`src/rtl/imd_pkg.sv`:
```
package imd_pkg;

  localparam int DEF_MAX_BINS = 4096;

  localparam int PWR_W   = 32;   // one bin
  localparam int SUM_W   = 39;   // lobe sum
  localparam int BIN_W   = 12;   // reported bin index
  localparam int LHW_W   = 6;    // lobe_half_width
  localparam int GUARD_W = 8;    // guard_bins
  localparam int FFT_W   = 14;   // fft_length
  localparam int FOLD_W  = 13;   // folded bin, at most fft_length/2
  localparam int CFG_AW  = 2;
  localparam int CFG_DW  = FFT_W;
  localparam int OUT_DW  = 256;

  localparam logic [CFG_AW-1:0] REG_LOBE_HW = 2'd0;
  localparam logic [CFG_AW-1:0] REG_GUARD   = 2'd1;
  localparam logic [CFG_AW-1:0] REG_FFT_LEN = 2'd2;

  localparam logic [LHW_W-1:0]   RST_LOBE_HW = 6'd4;
  localparam logic [GUARD_W-1:0] RST_GUARD   = 8'd16;
  localparam logic [FFT_W-1:0]   RST_FFT_LEN = 14'd4096;

  localparam logic [BIN_W-1:0] BIN_MAX = 12'hFFF;

  typedef struct packed {
    logic              done;
    logic [FOLD_W-1:0] value;
  } fold_res_t;

endpackage

```
`src/rtl/imd_fold.sv`:
```
// Bit-serial remainder by the fft length, then reflection into 0..n/2.
module imd_fold
  import imd_pkg::*;
#(
  parameter int MW = 13
) (
  input  logic              clk,
  input  logic              rst_n,
  input  logic              start,
  input  logic [MW-1:0]     dividend,
  input  logic [FFT_W-1:0]  modulus,
  output fold_res_t         res
);

  localparam int CNW = $clog2(MW + 1);

  logic              busy_r, busy_nxt;
  logic              done_r, done_nxt;
  logic [CNW-1:0]    cnt_r, cnt_nxt;
  logic [MW-1:0]     q_r, q_nxt;
  logic [FFT_W-1:0]  rem_r, rem_nxt;
  logic [FOLD_W-1:0] val_r, val_nxt;

  logic [FFT_W:0]    trial;
  logic [FFT_W:0]    trial_sub;
  logic [FFT_W-1:0]  refl;

  always_comb begin
    trial     = {rem_r, q_r[MW-1]};
    trial_sub = trial - {1'b0, modulus};
    refl      = ({rem_r, 1'b0} <= {1'b0, modulus}) ? rem_r : (modulus - rem_r);

    busy_nxt = busy_r;
    done_nxt = 1'b0;
    cnt_nxt  = cnt_r;
    q_nxt    = q_r;
    rem_nxt  = rem_r;
    val_nxt  = val_r;
    if (start) begin
      busy_nxt = 1'b1;
      cnt_nxt  = CNW'(MW);
      q_nxt    = dividend;
      rem_nxt  = '0;
    end else if (busy_r) begin
      if (cnt_r != '0) begin
        rem_nxt = (trial >= {1'b0, modulus}) ? trial_sub[FFT_W-1:0] : trial[FFT_W-1:0];
        q_nxt   = {q_r[MW-2:0], 1'b0};
        cnt_nxt = cnt_r - 1'b1;
      end else begin
        busy_nxt = 1'b0;
        done_nxt = 1'b1;
        val_nxt  = refl[FOLD_W-1:0];
      end
    end
  end

  always_ff @(posedge clk) begin
    if (!rst_n) begin
      busy_r <= 1'b0;
      done_r <= 1'b0;
    end else begin
      busy_r <= busy_nxt;
      done_r <= done_nxt;
    end
    cnt_r <= cnt_nxt;
    q_r   <= q_nxt;
    rem_r <= rem_nxt;
    val_r <= val_nxt;
  end

  assign res.done  = done_r;
  assign res.value = val_r;

endmodule

```
`config.mk`:
```
export PLATFORM = sky130hd
export DESIGN_NAME = imd_fold
export DESIGN_NICKNAME = d
export VERILOG_FILES = /design/src/rtl/imd_pkg.sv /design/src/rtl/imd_fold.sv
export SDC_FILE = /design/constraint.sdc
export NUM_CORES = 1
export LEC_CHECK = 0
export BUFFER_PORTS_ARGS = -buffer_cell sky130_fd_sc_hd__buf_2
export CAP_MARGIN = 25
export CORE_MARGIN = 2
export CORE_UTILIZATION = 45
export CTS_BUF_LIST = sky130_fd_sc_hd__clkbuf_8 sky130_fd_sc_hd__clkbuf_16
export DETAILED_ROUTE_END_ITERATION = 7
export SETUP_SLACK_MARGIN = 0.4
export SYNTH_ARGS = -nofsm -noshare
export SYNTH_HDL_FRONTEND = slang
export SYNTH_SLANG_ARGS = --single-unit
```
`constraint.sdc`:
```
create_clock -name clk -period 5.1 [get_ports clk]
set_input_delay 1.275 -clock clk [delete_from_list [all_inputs] [get_ports clk]]
set_output_delay 1.275 -clock clk [all_outputs]
set_load 0.005 [all_outputs]
```
==> metrics.txt <==
Worst Reg-to-Reg Cells 7; Clock Tree Root clkbuf_8; Die W 90.1 um; Flop pwr share roughly 53%; highest cell delay on the worst timing path between 0.5 and 0.6 ns; TritonCTS clock tree yes; largest net degree at the start of global routing 23; startpoint types input port; fmax 0.269 GHz; Post-Synth Adder-Cell Area 11.3%; arrival time at the worst endpoint 3.78 ns; area share of and/or/nand/nor cells after synthesis approximately 15%; residual DRC count 0; leakage power 1.55 nW; R2R Path Start rem_r[5]$_SDFFE_PP0P_; antenna cells 0; drt first pass iters 4; Tcrit/Tclk final 72.9%; clock sink total 46; max capacitance violation total 0; Synth Cell Area 0.00334 mm^2; ANT nets after route 0; Sw Ratio between 20 and 30%; Rows 31; HP Start cnt_r[1]$_SDFFE_PP0P_; R2R setup slack between 2 and 2.5 ns; unique cell type count in the Yosys netlist 54; setup ws final between 1 and 1.5 ns; Hold Path Class flop to flop; fraction of the mapped netlist area in compound gates 20.4%; setup total negative slack 0 ns; RSZ-0062 raised after global routing false; Slew HR around two fifths; final wirelength around 7600 um; drt via density between 5 and 6; layout cells sized above 1 a little under a fifth; initial antenna violation count 0; WHS Path Cells 2; ys async rst share 0%; via count around 2800; worst skew pair latency 0.30 ns; WS Path Type input port to flop; xor/xnor share of the synthesized area 3.67%; maximum VDD drop roughly 0.00013 V; core area 0.00721 mm^2; critical-path cell list buf_2, inv_1, ha_1, nand4_2, nor4_1, o21ai_0, a2bb2oi_2, buf_4, mux2_2; Gate Count Post-Synth 367; Initial Utilization between 40% and 50%; fin crit period 3.72 ns; GRT overflow 0; Yosys top cell area share 23.4%; Gate power share 17.7%; Tot GR Track Use 19.4%; P_int 0.000562 W; post-synthesis mux area share 8.89%; Mean Syn Cell Area 9.09 um^2; Critical Path Fanout Max 12; DIE HEIGHT approximately 90 um; PortBufs 43; number of synthesized flops with an enable pin 26; Synth Flop Type edfxtp_1; routed wl met2 3540 um; number of synthesis warnings 0; Net Switching 0.000217 W; hold-fix buffers at CTS 0; Num CTS Buffers 5; # setup viols final 0; routed metal-1 wire length roughly 3700 um; Post-CTS Setup Bufs 0; first-pass GRT wire length between 10000 and 15000 um; setup slack after placement 1.10 ns; PostCTS Resize Cnt 0; io pins 44; CTS H-tree depth 2; First DRT Iteration DRCs 140; Reg clk slew, reported paths roughly 0.090 ns; Final HPWL DP a little under 6000 um; Post-Syn Nets 426; status finished, final reports clean; CP Capture Type flop; synth top area cells edfxtp_1, dfxtp_1, ha_1; PD cells 209 mW/mm^2; worst slew pin tran between 0.9 and 1 ns; largest family of logic cells by synthesized area compound AO/OA/AOI/OAI gates; sequential area share after synthesis 35.4%; Final Hold Fails 0; max-slew violations 0; register bit total from synthesis 46; Fillers between 600 and 700; clock power share between 20% and 30%; final net count between 400 and 500; hold endpoint cnt_r[1]$_SDFFE_PP0P_; dominant cell type by area after synthesis edfxtp_1; routability congestion estimate 0.875; WL met3 291 um; area delta synth->final 12.0%; clk buf depth 2; synth cell count leaders inv_1, ha_1, edfxtp_1, nand2_1, nor2_1; r2r endpoint val_r[4]$_DFFE_PP_; skew final 0.00811 ns; WL/cell 14.8 um; most frequent cell after synthesis inv_1; Worst Path Required just over 5 ns; uppermost layer routed met4; vias in the first global route between 2000 and 3000; CP max stage cell a2bb2oi_2; die area 0.00812 mm^2
==> placed cells by master (no fill, tap or decap), types with 3 or more instances in the layout <==
cell and instances:
nand2b_1 5, o21ai_0 25, o22ai_1 10, a211oi_1 5, a32oi_1 5, a31oi_1 4
nand2_1 26, o211ai_1 3, clkbuf_8 5, nor4_1 3, and2_1 3, mux2i_1 15
ha_1 27, inv_1 38, nor2_1 26, o21a_1 5, xnor2_1 10, mux2_2 13
or3_1 5, nor2b_1 8, nand3_1 6, nand3b_1 3, a21oi_1 25, dfxtp_1 20
edfxtp_1 26, a31o_2 4, buf_2 43, nor3_1 3, a21o_1 4, xor2_1 4
==> critical path: cells and delay by family <==
| kind | cells | cell delay, ns |
|---|---|---|
| AO/OA/AOI/OAI | 2 | 0.69 |
| AND/OR/NAND/NOR | 2 | 0.53 |
| adder cells (fa/ha/maj) | 1 | 0.49 |
| buffers and inverters | 3 | 0.43 |
| multiplexers | 1 | 0.35 |
==> how the worst max path moves through the flow <==
stage,to,depth (start not counted),from
3_5_place_dp,val_r[4]$_DFFE_PP_,9,modulus[9]
5_1_grt,val_r[4]$_DFFE_PP_,9,modulus[9]
3_3_place_gp,val_r[4]$_DFFE_PP_,9,modulus[9]
2_1_floorplan,val_r[10]$_DFFE_PP_,9,modulus[8]
4_1_cts,val_r[4]$_DFFE_PP_,9,modulus[9]
6_report,val_r[4]$_DFFE_PP_,9,modulus[9]
==> cell type report <==
| class | instances | area [um^2] | area share [%] |
|---|---|---|---|
| well taps | 99 | 124 | 3.32 |
| multi-input cells | 273 | 1970 | 52.8 |
| inverters | 38 | 143 | 3.82 |
| flip-flops and latches | 46 | 1180 | 31.6 |
| clock inverters | 3 | 17.5 | 0.469 |
| clock buffers | 5 | 68.8 | 1.84 |
| repair buffers | 45 | 230 | 6.16 |
==> cells by family after synthesis <==
| family | after synthesis |
|---|---|
| flip-flops | 46 |
| buffers and inverters | 48 |
| multiplexers | 28 |
| adder cells (fa/ha/maj) | 29 |
| AO/OA/AOI/OAI | 105 |
| AND/OR/NAND/NOR | 97 |
| XOR/XNOR | 14 |
==> registers in the layout, indices dropped and copies added, names as in the netlist <==
name / flops
rem_r: 14
q_r: 13
val_r: 13
cnt_r: 4
busy_r: 1
done_r: 1
==> power by group through the flow <==
stage / Sequential [W] / Clock, W / Combinational [W]
detailed placement: 0.000421 / 0 / 0.000138
floorplan: 0.000419 / 0 / 0.000102
CTS: 0.000413 / 0.000237 / 0.000138
finish: 0.000413 / 0.000229 / 0.000138
global route: 0.000415 / 0.000247 / 0.000158
global placement: 0.000421 / 0 / 0.000135
==> layer usage <==
layer / up-vias / global-route usage (%)
met5: - / 0
met4: 0 / 5.51
met3: 5 / 2.77
met2: 66 / 32.6
met1: 1305 / 26.2
li1: 1428 / -
==> stage by stage <==
stage | cell area (um^2) | hold WS [ns] | total power, W | util, % | std cells
global placement | 3650 | 0.485 | 0.000557 | 50.6 | 501
finish | 3740 | 0.513 | 0.000779 | 51.8 | 509
global route | 3740 | 0.570 | 0.000820 | 51.8 | 509
detailed placement | 3650 | 0.507 | 0.000559 | 50.6 | 501
floorplan | 3340 | 0.473 | 0.000521 | - | 367
CTS | 3740 | 0.522 | 0.000788 | 51.8 | 509
Power figures use the tool's default switching activity.
